## src/hw/rtl/oss_pkg.sv

```systemverilog
// shared types, widths and register codes of the overlay show sequencer
package oss_pkg;

   localparam int TIME_W     = 64;
   localparam int REG_W      = 40;
   localparam int COUNT_W    = 8;
   localparam int OPA_FRAC   = 16;
   localparam int OPA_W      = OPA_FRAC + 1;
   localparam int IDX_W      = 3;
   localparam int DIV_CNT_W  = $clog2(OPA_FRAC);

   typedef logic [TIME_W-1:0]  time_type;
   typedef logic [REG_W-1:0]   span_type;
   typedef logic [COUNT_W-1:0] count_type;
   typedef logic [OPA_W-1:0]   opa_type;
   typedef logic [IDX_W-1:0]   idx_type;

   localparam opa_type OPA_ONE = opa_type'(1) << OPA_FRAC;

   // register indexes on the csr port
   localparam idx_type REG_IDLE_DELAY   = 3'd0;
   localparam idx_type REG_STABLE_TIME  = 3'd1;
   localparam idx_type REG_FADE_IN      = 3'd2;
   localparam idx_type REG_FULL_TIME    = 3'd3;
   localparam idx_type REG_FADE_OUT     = 3'd4;
   localparam idx_type REG_SHOW_CYCLE   = 3'd5;
   localparam idx_type REG_GRACE_TIME   = 3'd6;
   localparam idx_type REG_TARGET_COUNT = 3'd7;

   // register reset values
   localparam span_type  RST_IDLE_DELAY   = 40'd180000000000;
   localparam span_type  RST_STABLE_TIME  = 40'd5000000000;
   localparam span_type  RST_FADE_IN      = 40'd500000000;
   localparam span_type  RST_FULL_TIME    = 40'd3000000000;
   localparam span_type  RST_FADE_OUT     = 40'd500000000;
   localparam span_type  RST_SHOW_CYCLE   = 40'd5000000000;
   localparam span_type  RST_GRACE_TIME   = 40'd4000000000;
   localparam count_type RST_TARGET_COUNT = 8'd2;

   // event codes
   localparam logic OP_UPDATE   = 1'b0;
   localparam logic OP_ACTIVATE = 1'b1;

   typedef enum logic [1:0] {
      MODE_IDLE   = 2'd0,
      MODE_STABLE = 2'd1,
      MODE_SHOW   = 2'd2
   } mode_type;

   typedef enum logic [3:0] {
      ST_READY,
      ST_GRACE,
      ST_DECIDE,
      ST_OPA0,
      ST_OPA1,
      ST_OPA2,
      ST_OPA3,
      ST_OPA4,
      ST_DIV,
      ST_FIN,
      ST_DONE
   } state_type;

endpackage

```

## src/hw/rtl/overlay_show_sequencer_with_fade_unit.sv

```systemverilog
// overlay show sequencer with fade: event sequencer, opacity phases and serial divider
// sequence: an activate transfer goes from the grace step straight to the result; an update transfer
// also runs the decide step and the opacity phases, where the rising and falling ramps run a
// bit-serial divider, one quotient bit per cycle; one item at a time, the next item taken the cycle
// after its result is registered, once the result register is free or draining
// reset: synchronous, active high; clears sequencer state, stored times and the output valid,
// and loads every csr with its default value
module overlay_show_sequencer_with_fade_unit
   import oss_pkg::*;
(
   input  logic                 clock,
   input  logic                 reset,
   // input channel
   input  logic                 req_valid,
   output logic                 req_stall,
   input  logic                 req_op,
   input  logic [TIME_W-1:0]    req_now_time,
   input  logic [COUNT_W-1:0]   req_object_count,
   // result channel
   output logic                 rsp_valid,
   input  logic                 rsp_stall,
   output logic                 rsp_shown,
   output logic [OPA_W-1:0]     rsp_opacity,
   // configuration port
   input  logic                 csr_we,
   input  logic [IDX_W-1:0]     csr_index,
   input  logic [REG_W-1:0]     csr_wdata
);

   // configuration registers
   span_type  idle_delay_ff,  stable_time_ff, fade_in_ff, full_time_ff;
   span_type  fade_out_ff,    show_cycle_ff,  grace_time_ff;
   count_type target_count_ff;

   // sequencer state kept between items
   mode_type  mode_ff,         mode_in;
   time_type  mode_since_ff,   mode_since_in;
   time_type  show_start_ff,   show_start_in;
   time_type  grace_until_ff,  grace_until_in;
   time_type  stable_start_ff, stable_start_in;

   // control
   state_type state_ff, state_in;
   logic      rsp_valid_ff, rsp_valid_in;

   // per-item working registers
   logic      op_ff,        op_in;
   time_type  now_ff,       now_in;
   count_type count_ff,     count_in;
   logic      grace_hit_ff, grace_hit_in;
   logic [REG_W:0] sum_ff,  sum_in;
   time_type  e_ff,         e_in;
   logic      shown_ff,     shown_in;
   opa_type   opa_ff,       opa_in;

   // serial divider: remainder and quotient shift one bit per cycle
   span_type  rem_ff,       rem_in;
   span_type  div_ff,       div_in;
   logic [OPA_FRAC-1:0]  q_ff, q_in;
   logic [DIV_CNT_W-1:0] cnt_ff, cnt_in;
   logic      falling_ff,   falling_in;

   // output register payload
   logic      rsp_shown_ff,   rsp_shown_in;
   opa_type   rsp_opacity_ff, rsp_opacity_in;

   // decision helpers
   logic      accept;
   logic      rsp_load;
   logic      ms_zero;
   mode_type  m_eff;
   time_type  ms_eff;
   time_type  ss_eff;
   time_type  cmp_base;
   span_type  cmp_thr;
   logic [TIME_W:0] cmp_diff;
   logic      cmp_hit;
   logic      open_ok;
   logic      e_lt_fi, e_lt_sum, e_lt_cyc, x_ge_fo;
   time_type  x_full;
   logic [REG_W:0] r_sh;
   logic      r_ge;
   opa_type   q_round;

   assign req_stall   = (state_ff != ST_READY);
   assign accept      = req_valid && !req_stall;
   assign rsp_valid   = rsp_valid_ff;
   assign rsp_shown   = rsp_shown_ff;
   assign rsp_opacity = rsp_opacity_ff;
   // result leaves for the output register once that register is free or draining
   assign rsp_load    = (state_ff == ST_DONE) && (!rsp_valid_ff || !rsp_stall);

   // a zero mode_since means the sequencer has never been stepped: start idle now
   assign ms_zero = (mode_since_ff == '0);
   assign m_eff   = ms_zero ? MODE_IDLE : mode_ff;
   assign ms_eff  = ms_zero ? now_ff : mode_since_ff;
   assign ss_eff  = (show_start_ff == '0) ? now_ff : show_start_ff;

   // shared elapsed-time check: now is past base and by at least the threshold
   always_comb begin
      case (m_eff)
         MODE_SHOW: begin
            cmp_base = ss_eff;
            cmp_thr  = show_cycle_ff;
         end
         MODE_STABLE: begin
            cmp_base = stable_start_ff;
            cmp_thr  = stable_time_ff;
         end
         default: begin
            cmp_base = ms_eff;
            cmp_thr  = idle_delay_ff;
         end
      endcase
   end

   assign cmp_diff = {1'b0, now_ff} - {1'b0, cmp_base};
   assign cmp_hit  = !cmp_diff[TIME_W] && (cmp_diff[TIME_W-1:0] != '0)
                     && (cmp_diff[TIME_W-1:0] >= time_type'(cmp_thr));

   // opacity phase checks, one used per state
   assign open_ok  = (mode_ff == MODE_SHOW) && (show_start_ff != '0)
                     && (now_ff > show_start_ff);
   assign e_lt_fi  = e_ff < time_type'(fade_in_ff);
   assign e_lt_sum = e_ff < time_type'(sum_ff);
   assign e_lt_cyc = e_ff < time_type'(show_cycle_ff);
   assign x_full   = e_ff - time_type'(sum_ff);
   assign x_ge_fo  = x_full >= time_type'(fade_out_ff);

   // divider step
   assign r_sh    = {rem_ff, 1'b0};
   assign r_ge    = r_sh >= {1'b0, div_ff};
   // falling ramp rounds the fraction up before taking it from one
   assign q_round = opa_type'(q_ff) + opa_type'(rem_ff != '0);

   // next state
   always_comb begin
      state_in = state_ff;
      case (state_ff)
         ST_READY:  if (accept) state_in = ST_GRACE;
         ST_GRACE:  state_in = (op_ff == OP_ACTIVATE) ? ST_DONE : ST_DECIDE;
         ST_DECIDE: state_in = ST_OPA0;
         ST_OPA0:   state_in = open_ok ? ST_OPA1 : ST_DONE;
         ST_OPA1:   state_in = e_lt_fi ? ST_DIV : ST_OPA2;
         ST_OPA2:   state_in = e_lt_sum ? ST_DONE : ST_OPA3;
         ST_OPA3:   state_in = e_lt_cyc ? ST_OPA4 : ST_DONE;
         ST_OPA4:   state_in = x_ge_fo ? ST_DONE : ST_DIV;
         ST_DIV:    if (cnt_ff == DIV_CNT_W'(OPA_FRAC - 1)) state_in = ST_FIN;
         ST_FIN:    state_in = ST_DONE;
         ST_DONE:   if (rsp_load) state_in = ST_READY;
         default:   state_in = ST_READY;
      endcase
   end

   // datapath and outputs
   always_comb begin
      mode_in         = mode_ff;
      mode_since_in   = mode_since_ff;
      show_start_in   = show_start_ff;
      grace_until_in  = grace_until_ff;
      stable_start_in = stable_start_ff;
      op_in           = op_ff;
      now_in          = now_ff;
      count_in        = count_ff;
      grace_hit_in    = grace_hit_ff;
      sum_in          = sum_ff;
      e_in            = e_ff;
      shown_in        = shown_ff;
      opa_in          = opa_ff;
      rem_in          = rem_ff;
      div_in          = div_ff;
      q_in            = q_ff;
      cnt_in          = cnt_ff;
      falling_in      = falling_ff;
      rsp_shown_in    = rsp_shown_ff;
      rsp_opacity_in  = rsp_opacity_ff;
      rsp_valid_in    = rsp_valid_ff && rsp_stall;

      case (state_ff)
         ST_READY: begin
            if (accept) begin
               op_in    = req_op;
               now_in   = req_now_time;
               count_in = req_object_count;
            end
         end
         ST_GRACE: begin
            opa_in = '0;
            if (op_ff == OP_ACTIVATE) begin
               // activate: open grace window and start showing, opacity is zero at start
               grace_until_in  = now_ff + time_type'(grace_time_ff);
               mode_in         = MODE_SHOW;
               mode_since_in   = now_ff;
               show_start_in   = now_ff;
               stable_start_in = '0;
               shown_in        = 1'b1;
            end else begin
               grace_hit_in = grace_until_ff > now_ff;
               sum_in       = {1'b0, fade_in_ff} + {1'b0, full_time_ff};
            end
         end
         ST_DECIDE: begin
            mode_in       = m_eff;
            mode_since_in = ms_eff;
            shown_in      = 1'b0;
            if (m_eff == MODE_SHOW) begin
               if (cmp_hit) begin
                  // showing period over
                  show_start_in = '0;
                  mode_in       = MODE_IDLE;
                  mode_since_in = now_ff;
               end else begin
                  show_start_in = ss_eff;
                  shown_in      = 1'b1;
               end
            end else if (grace_hit_ff) begin
               // inside the boot grace window showing is forced
               mode_in         = MODE_SHOW;
               mode_since_in   = now_ff;
               show_start_in   = now_ff;
               stable_start_in = '0;
               shown_in        = 1'b1;
            end else if (m_eff == MODE_IDLE) begin
               if (cmp_hit) begin
                  mode_in         = MODE_STABLE;
                  mode_since_in   = now_ff;
                  stable_start_in = '0;
               end
            end else if (m_eff == MODE_STABLE) begin
               if (count_ff == target_count_ff) begin
                  if (stable_start_ff == '0) begin
                     stable_start_in = now_ff;
                  end else if (cmp_hit) begin
                     mode_in         = MODE_SHOW;
                     mode_since_in   = now_ff;
                     show_start_in   = now_ff;
                     stable_start_in = '0;
                     shown_in        = 1'b1;
                  end
               end else begin
                  stable_start_in = '0;
               end
            end
         end
         ST_OPA0: begin
            e_in = now_ff - show_start_ff;
         end
         ST_OPA1: begin
            // rising ramp: e / fade_in
            if (e_lt_fi) begin
               rem_in     = e_ff[REG_W-1:0];
               div_in     = fade_in_ff;
               q_in       = '0;
               cnt_in     = '0;
               falling_in = 1'b0;
            end
         end
         ST_OPA2: begin
            if (e_lt_sum) opa_in = OPA_ONE;
         end
         ST_OPA3: begin
            // past the cycle end opacity stays zero
         end
         ST_OPA4: begin
            // falling ramp: (e - fade_in - full) / fade_out
            if (!x_ge_fo) begin
               rem_in     = x_full[REG_W-1:0];
               div_in     = fade_out_ff;
               q_in       = '0;
               cnt_in     = '0;
               falling_in = 1'b1;
            end
         end
         ST_DIV: begin
            rem_in = r_ge ? REG_W'(r_sh - {1'b0, div_ff}) : r_sh[REG_W-1:0];
            q_in   = {q_ff[OPA_FRAC-2:0], r_ge};
            cnt_in = cnt_ff + DIV_CNT_W'(1);
         end
         ST_FIN: begin
            opa_in = falling_ff ? (OPA_ONE - q_round) : opa_type'(q_ff);
         end
         ST_DONE: begin
            if (rsp_load) begin
               rsp_valid_in   = 1'b1;
               rsp_shown_in   = shown_ff;
               rsp_opacity_in = opa_ff;
            end
         end
         default: begin
         end
      endcase
   end

   // control and state registers
   always_ff @(posedge clock) begin
      if (reset) begin
         state_ff        <= ST_READY;
         rsp_valid_ff    <= 1'b0;
         mode_ff         <= MODE_IDLE;
         mode_since_ff   <= '0;
         show_start_ff   <= '0;
         grace_until_ff  <= '0;
         stable_start_ff <= '0;
      end else begin
         state_ff        <= state_in;
         rsp_valid_ff    <= rsp_valid_in;
         mode_ff         <= mode_in;
         mode_since_ff   <= mode_since_in;
         show_start_ff   <= show_start_in;
         grace_until_ff  <= grace_until_in;
         stable_start_ff <= stable_start_in;
      end
   end

   // csr writes
   always_ff @(posedge clock) begin
      if (reset) begin
         idle_delay_ff   <= RST_IDLE_DELAY;
         stable_time_ff  <= RST_STABLE_TIME;
         fade_in_ff      <= RST_FADE_IN;
         full_time_ff    <= RST_FULL_TIME;
         fade_out_ff     <= RST_FADE_OUT;
         show_cycle_ff   <= RST_SHOW_CYCLE;
         grace_time_ff   <= RST_GRACE_TIME;
         target_count_ff <= RST_TARGET_COUNT;
      end else if (csr_we) begin
         case (csr_index)
            REG_IDLE_DELAY:   idle_delay_ff   <= csr_wdata;
            REG_STABLE_TIME:  stable_time_ff  <= csr_wdata;
            REG_FADE_IN:      fade_in_ff      <= csr_wdata;
            REG_FULL_TIME:    full_time_ff    <= csr_wdata;
            REG_FADE_OUT:     fade_out_ff     <= csr_wdata;
            REG_SHOW_CYCLE:   show_cycle_ff   <= csr_wdata;
            REG_GRACE_TIME:   grace_time_ff   <= csr_wdata;
            REG_TARGET_COUNT: target_count_ff <= csr_wdata[COUNT_W-1:0];
            default: begin
            end
         endcase
      end
   end

   // working and payload registers
   always_ff @(posedge clock) begin
      op_ff          <= op_in;
      now_ff         <= now_in;
      count_ff       <= count_in;
      grace_hit_ff   <= grace_hit_in;
      sum_ff         <= sum_in;
      e_ff           <= e_in;
      shown_ff       <= shown_in;
      opa_ff         <= opa_in;
      rem_ff         <= rem_in;
      div_ff         <= div_in;
      q_ff           <= q_in;
      cnt_ff         <= cnt_in;
      falling_ff     <= falling_in;
      rsp_shown_ff   <= rsp_shown_in;
      rsp_opacity_ff <= rsp_opacity_in;
   end

`ifndef SYNTHESIS
   // opacity never exceeds full scale
   a_opa_range: assert property (@(posedge clock) disable iff (reset)
      rsp_valid |-> (rsp_opacity <= OPA_ONE))
      else $error("opacity above full scale");

   // a hidden overlay carries no opacity
   a_hidden_dark: assert property (@(posedge clock) disable iff (reset)
      (rsp_valid && !rsp_shown) |-> (rsp_opacity == '0))
      else $error("opacity nonzero while not shown");

   // an accepted transfer starts the sequence at once
   a_start: assert property (@(posedge clock) disable iff (reset)
      accept |=> (state_ff == ST_GRACE))
      else $error("accepted transfer did not start the sequence");

   // restoring divider keeps its remainder below the divisor
   a_div_rem: assert property (@(posedge clock) disable iff (reset)
      (state_ff == ST_DIV) |-> (rem_ff < div_ff))
      else $error("divider remainder not below divisor");
`endif

endmodule
```

## config.mk

```make
export PLATFORM = sky130hd
export DESIGN_NAME = overlay_show_sequencer_with_fade_unit
export DESIGN_NICKNAME = d
export VERILOG_FILES = /design/src/hw/rtl/oss_pkg.sv /design/src/hw/rtl/overlay_show_sequencer_with_fade_unit.sv
export SDC_FILE = /design/constraint.sdc
export NUM_CORES = 2
export LEC_CHECK = 0
export ABC_CLOCK_PERIOD_IN_PS = 7250
export BUFFER_PORTS_ARGS = -buffer_cell sky130_fd_sc_hd__buf_2
export CAP_MARGIN = 20
export CORE_ASPECT_RATIO = 2
export CORE_UTILIZATION = 54
export CTS_BUF_LIST = sky130_fd_sc_hd__clkbuf_4
export CTS_CLUSTER_SIZE = 40
export DETAILED_ROUTE_END_ITERATION = 7
export GPL_TIMING_DRIVEN = 0
export PLACE_DENSITY = 0.85
export SYNTH_ARGS = -nofsm -noshare
export SYNTH_HDL_FRONTEND = slang
export SYNTH_SLANG_ARGS = --single-unit
```

## constraint.sdc

```tcl
create_clock -name clock -period 7.25 [get_ports clock]
set_input_delay 0.3625 -clock clock [delete_from_list [all_inputs] [get_ports clock]]
set_output_delay 0.3625 -clock clock [all_outputs]
set_load 0.01 [all_outputs]
```

==> results of run 1 <==
-- layer usage --
metal,GRT usage (%),overflow
met1,47.8,0
met2,86.8,1
met3,16.8,0
met4,65.3,0
met5,0.176,0
-- stage by stage --
stage | worst slack (ns) | hold WS [ns] | TNS, ns | instance area (µm²)
detailed placement | -5.25 | 0.405 | -1075.94 | 62300
global placement | -5.73 | 0.401 | -1300.80 | 61800
CTS | -0.676 | 0.00150 | -131.52 | 69600
floorplan | 0.0272 | 0.400 | 0 | 59400
-- cell families after synthesis --
logic type / synth area share, %
XOR/XNOR: 3.95
adder cells (fa/ha/maj): 11.4
multiplexers: 0.613
AND/OR/NAND/NOR: 18.3
AO/OA/AOI/OAI: 25.7
flip-flops: 34.5
buffers and inverters: 5.43
-- timing repair --
item                       CTS
setup endpoints to repair  297
cloned                       5
pin swaps                   92
hold endpoints to repair   435
buffers inserted            87
gates resized for setup    408
hold buffers               222
==> metrics.txt, run 1 <==
Avg Cell Area, Syn roughly 8.1 µm²; Yosys top cell by area dfxtp_1; Synth top cells by count nand2_1 (1071), a21oi_1 (831), dfxtp_1 (551); grt ovf 1; Tool Error [ERROR GRT-0116] Global routing finished with congestion. Check the congestion regions in the DRC Viewer.; DP HPWL 221000 µm; initial core utilization between 50% and 60%; largest net degree at the start of global routing 65; TritonCTS Sinks 867; # port buffers approximately 130; Synth area leaders dfxtp_1 (19%), edfxtp_1 (16%), ha_1 (11%), a21oi_1 (7.0%), nand2_1 (6.8%); cell area after synthesis 59400 µm²; Halt Stage global routing; I/O Pins 141; GP Congestion roughly 1.1; Max clock buf depth 3; register area share after synthesis 34.5%; clock root cell clkbuf_4; Synth Register Bits 867; Synth Net Count slightly below 8000; Async SR Flop Fraction 0%; CTS Buf Count 196; Synth top area share 18.6%; num rows 171; die width approximately 240 µm; Gate Count Post-Synth approximately 7300; Tot GR Track Use a little over half; first-pass GRT wire length approximately 440000 µm; most used flip-flop cell after synthesis dfxtp_1; dpl cells 8842; EDFF count, synth 316; count leader, synth nand2_1; Distinct cells, synth 99; # H-tree levels 4; Die Y 471 µm; status stopped before the end; Yosys Warn Count 0; vias in the first global route 66000
==> run 2, diff against run 1 <==
==> config.mk (replaced) <==
export PLATFORM = sky130hd
export DESIGN_NAME = overlay_show_sequencer_with_fade_unit
export DESIGN_NICKNAME = d
export VERILOG_FILES = /design/src/hw/rtl/oss_pkg.sv /design/src/hw/rtl/overlay_show_sequencer_with_fade_unit.sv
export SDC_FILE = /design/constraint.sdc
export NUM_CORES = 2
export LEC_CHECK = 0
export ABC_CLOCK_PERIOD_IN_PS = 9400
export BUFFER_PORTS_ARGS = -buffer_cell sky130_fd_sc_hd__buf_2
export CAP_MARGIN = 20
export CORE_UTILIZATION = 39
export DETAILED_ROUTE_END_ITERATION = 7
export GPL_TIMING_DRIVEN = 0
export PLACE_DENSITY_LB_ADDON = 0.15
export SYNTH_ARGS = -nofsm -noshare
export SYNTH_HDL_FRONTEND = slang
export SYNTH_SLANG_ARGS = --single-unit
==> constraint.sdc (replaced) <==
create_clock -name clock -period 9.4 [get_ports clock]
set_input_delay 0.47 -clock clock [delete_from_list [all_inputs] [get_ports clock]]
set_output_delay 0.47 -clock clock [all_outputs]
set_load 0.01 [all_outputs]
==> run 2 against run 1 <==
  * The run now ends clean
  * Synthesized cell count unchanged
  * Synthesized area is the same
==> metrics.txt, run 2 <==
crit start category register; CTS Buf Count 104 (was 196); status complete, no violations (was stopped before the end); P&R area growth vs syn 14.1%; grt ovf 0; Async SR Flop Fraction 0% (unchanged); FMAX 0.109 GHz; EDFF count, synth 316 (unchanged); share of layout cells above drive strength 1 around 6.4%; num rows 142 (was 171); most frequent cells in the layout nand2_1 (1070), a21oi_1 (830), dfxtp_1 (551); initial core utilization 39.5% (was 54.6%); Distinct cells, synth 99 (unchanged); first-pass GRT wire length approximately 350000 µm; I/O Pins 141 (unchanged); Critical Path Max Stage Delay 0.58 ns; final std cells w/o fill between 9000 and 10000; Filler cells approximately 15000; count leader, synth nand2_1 (unchanged); setup_tns 0 ns; type of the most critical hold path in -> reg; Tot GR Track Use 30.3%; Slew headroom 12.2%; initial antenna violation count 15; Synth Register Bits 867 (unchanged); WL final 239000 µm; vias approximately 56000; Die Y 392 µm (was 471 µm); # H-tree levels 3 (was 4); unrepaired setup endpoints after global routing no; # port buffers 129 (unchanged); clk slew on worst S/H paths 0.06 ns; CTS tree yes; Avg Cell Area, Syn 8.14 µm² (unchanged); Synth top cells by count nand2_1 (1071), a21oi_1 (831), dfxtp_1 (551) (unchanged); final period utilization 97.7%; Pint ~12 mW; Layout Nets about 8300; Synth Net Count 7957 (unchanged); Hold Fails Final Rpt 0; number of DRC markers after the initial detailed-route iteration 4849; Max VDD drop 0.181 mV; Yosys top cell by area dfxtp_1 (unchanged); Worst EP required ~10 ns; DR DRC count 0; Placed Area 63000 µm² (was 62300 µm²); nature of the critical path endpoint register; crit path kind reg -> reg; clock root cell clkbuf_16 (was clkbuf_4); most used flip-flop cell after synthesis dfxtp_1 (unchanged); register area share after synthesis 34.5% (unchanged); slowest library cell on the worst path o211ai_1; TritonCTS Sinks 867 (unchanged); DRT Pass-1 Iters 6; Max clock buf depth 3 (unchanged); pins over their slew limit 0; commonest non-fill, non-tap cell in the layout nand2_1; GP Congestion 0.996 (was 1.11); PD cells about 360 nW/µm²; Gate Count Post-Synth 7297 (unchanged); Yosys Warn Count 0 (unchanged); switching share of total power 50.0%; dpl cells 9472 (was 8842); sw power about 12 mW; Logic pwr share between 60 and 70%; Tightest Pin Transition about 1.3 ns; Final min period 9.18 ns; post-DR vias/cell between 5 and 6; post-route cell area 67700 µm²; Hold Slack 0.0538 ns; Core ar. 150000 µm²; Seq pwr share between 20% and 30%; clock power share 17.1%; Final Setup Violations 0; CP max FO 10; routed len/inst 24.5 µm; final setup skew between 0.04 and 0.05 ns; Synth area leaders dfxtp_1 (19%), edfxtp_1 (16%), ha_1 (11%), a21oi_1 (7.0%), nand2_1 (6.8%) (unchanged); die width 392 µm (was 237 µm); Pleak 26.6 nW; Synth top area share 18.6% (unchanged); largest net degree at the start of global routing 54; Crit path buffers/inverters 10; CP delay by family, top compound AO/OA/AOI/OAI gates; CP arrival 9.81 ns; DP HPWL 197000 µm (was 221000 µm); MaxCap Viol Count 0; cell area after synthesis 59400 µm² (unchanged); vias in the first global route ~54000; full die area roughly 150000 µm²; antenna viol nets, final 0; clk_lat worst skew roughly 0.78 ns
-- run 2: cell counts after synthesis --
No cell type changed its count.
-- run 2: power groups by stage --
| stage | sequential [mW] | combinational, mW | clock (mW) |
|---|---|---|---|
| detailed placement | 5.56 | 14.3 | 0 |
| CTS | 5.49 | 14.6 | 4.30 |
| global placement | 5.60 | 14.2 | 0 |
| floorplan | 5.20 | 9.82 | 0 |
| global route | 5.58 | 16.2 | 4.44 |
| finish | 5.54 | 15.0 | 4.23 |
-- run 2: path summary, 6_finish.rpt --
check | start | slack (ns) | cells after the start | to
worst max-delay path | mode_since_ff[30]$_SDFFE_PP0P_ | 0.22 | 40 | show_start_ff[55]$_SDFFE_PP0P_
worst min-delay path | csr_wdata[11] | 0.05 | 3 | fade_in_ff[11]$_SDFFE_PP0P_
worst max register to register | mode_since_ff[30]$_SDFFE_PP0P_ | 0.22 | 40 | show_start_ff[55]$_SDFFE_PP0P_
worst min register to register | opa_ff[11]$_DFFE_PP_ | 0.42 | 0 | rsp_opacity[11]$_DFFE_PP_
-- run 2: layout make-up --
cell class / count / area, µm² / area share (%)
diodes: 8 / 20.0 / 0.0295
well taps: 2016 / 2520 / 3.72
repair buffers: 241 / 1790 / 2.65
inverters: 445 / 1670 / 2.47
clock inverters: 63 / 737 / 1.09
flip-flops and latches: 867 / 20500 / 30.3
multi-input cells: 5590 / 36000 / 53.1
clock buffers: 134 / 2860 / 4.22
plain buffers: 393 / 1630 / 2.40
-- run 2: metrics by stage --
| step | setup WS [ns] | utilization [%] | power [mW] |
|---|---|---|---|
| 2_1_floorplan | 1.71 | - | 15.0 |
| 3_3_place_gp | -3.10 | 41.6 | 19.8 |
| 3_5_place_dp | -2.75 | 41.9 | 19.9 |
| 4_1_cts | 0.00785 | 44.9 | 24.4 |
| 5_1_grt | 0.00855 | 45.0 | 26.2 |
| 6_report | 0.220 | 45.0 | 24.7 |
-- run 2: cell families (layout without fill, tap and decap cells) --
family	Yosys count	in the layout	share of synthesized area, %
muxes	36	36	0.613
and+or+nand+nor	2389	2389	18.3
DFF	867	867	34.5
xor gates and xnor gates	268	268	3.95
AOI/OAI and AO/OA	2358	2358	25.7
other	0	8	0
buffers and inverters	840	1276	5.43
adders and majority gates	539	539	11.4
-- run 2: worst min-delay path: stages --
cell and delay [ns]:
buf_2 0.18, nand2_1 0.08, a21oi_1 0.05
-- run 2: repair_timing --
action | 4_1_cts | 5_1_grt
gates resized for setup | 69 | 38
hold buffers | 75 | 0
buffers inserted | 2 | 5
setup endpoints to repair | 195 | 184
pin swaps | 2 | 5
endpoints found under the hold margin | 75 | 0
-- run 2: per-layer routing --
layer	share of wire (%)	up-vias	GRT usage, %
met5	0.0088	-	0
met4	6.0	4	16.1
met3	5.6	404	3.40
met2	45	1893	48.9
met1	44	26900	39.6
li1	-	27200	-
(Power assumes the default switching activity.)
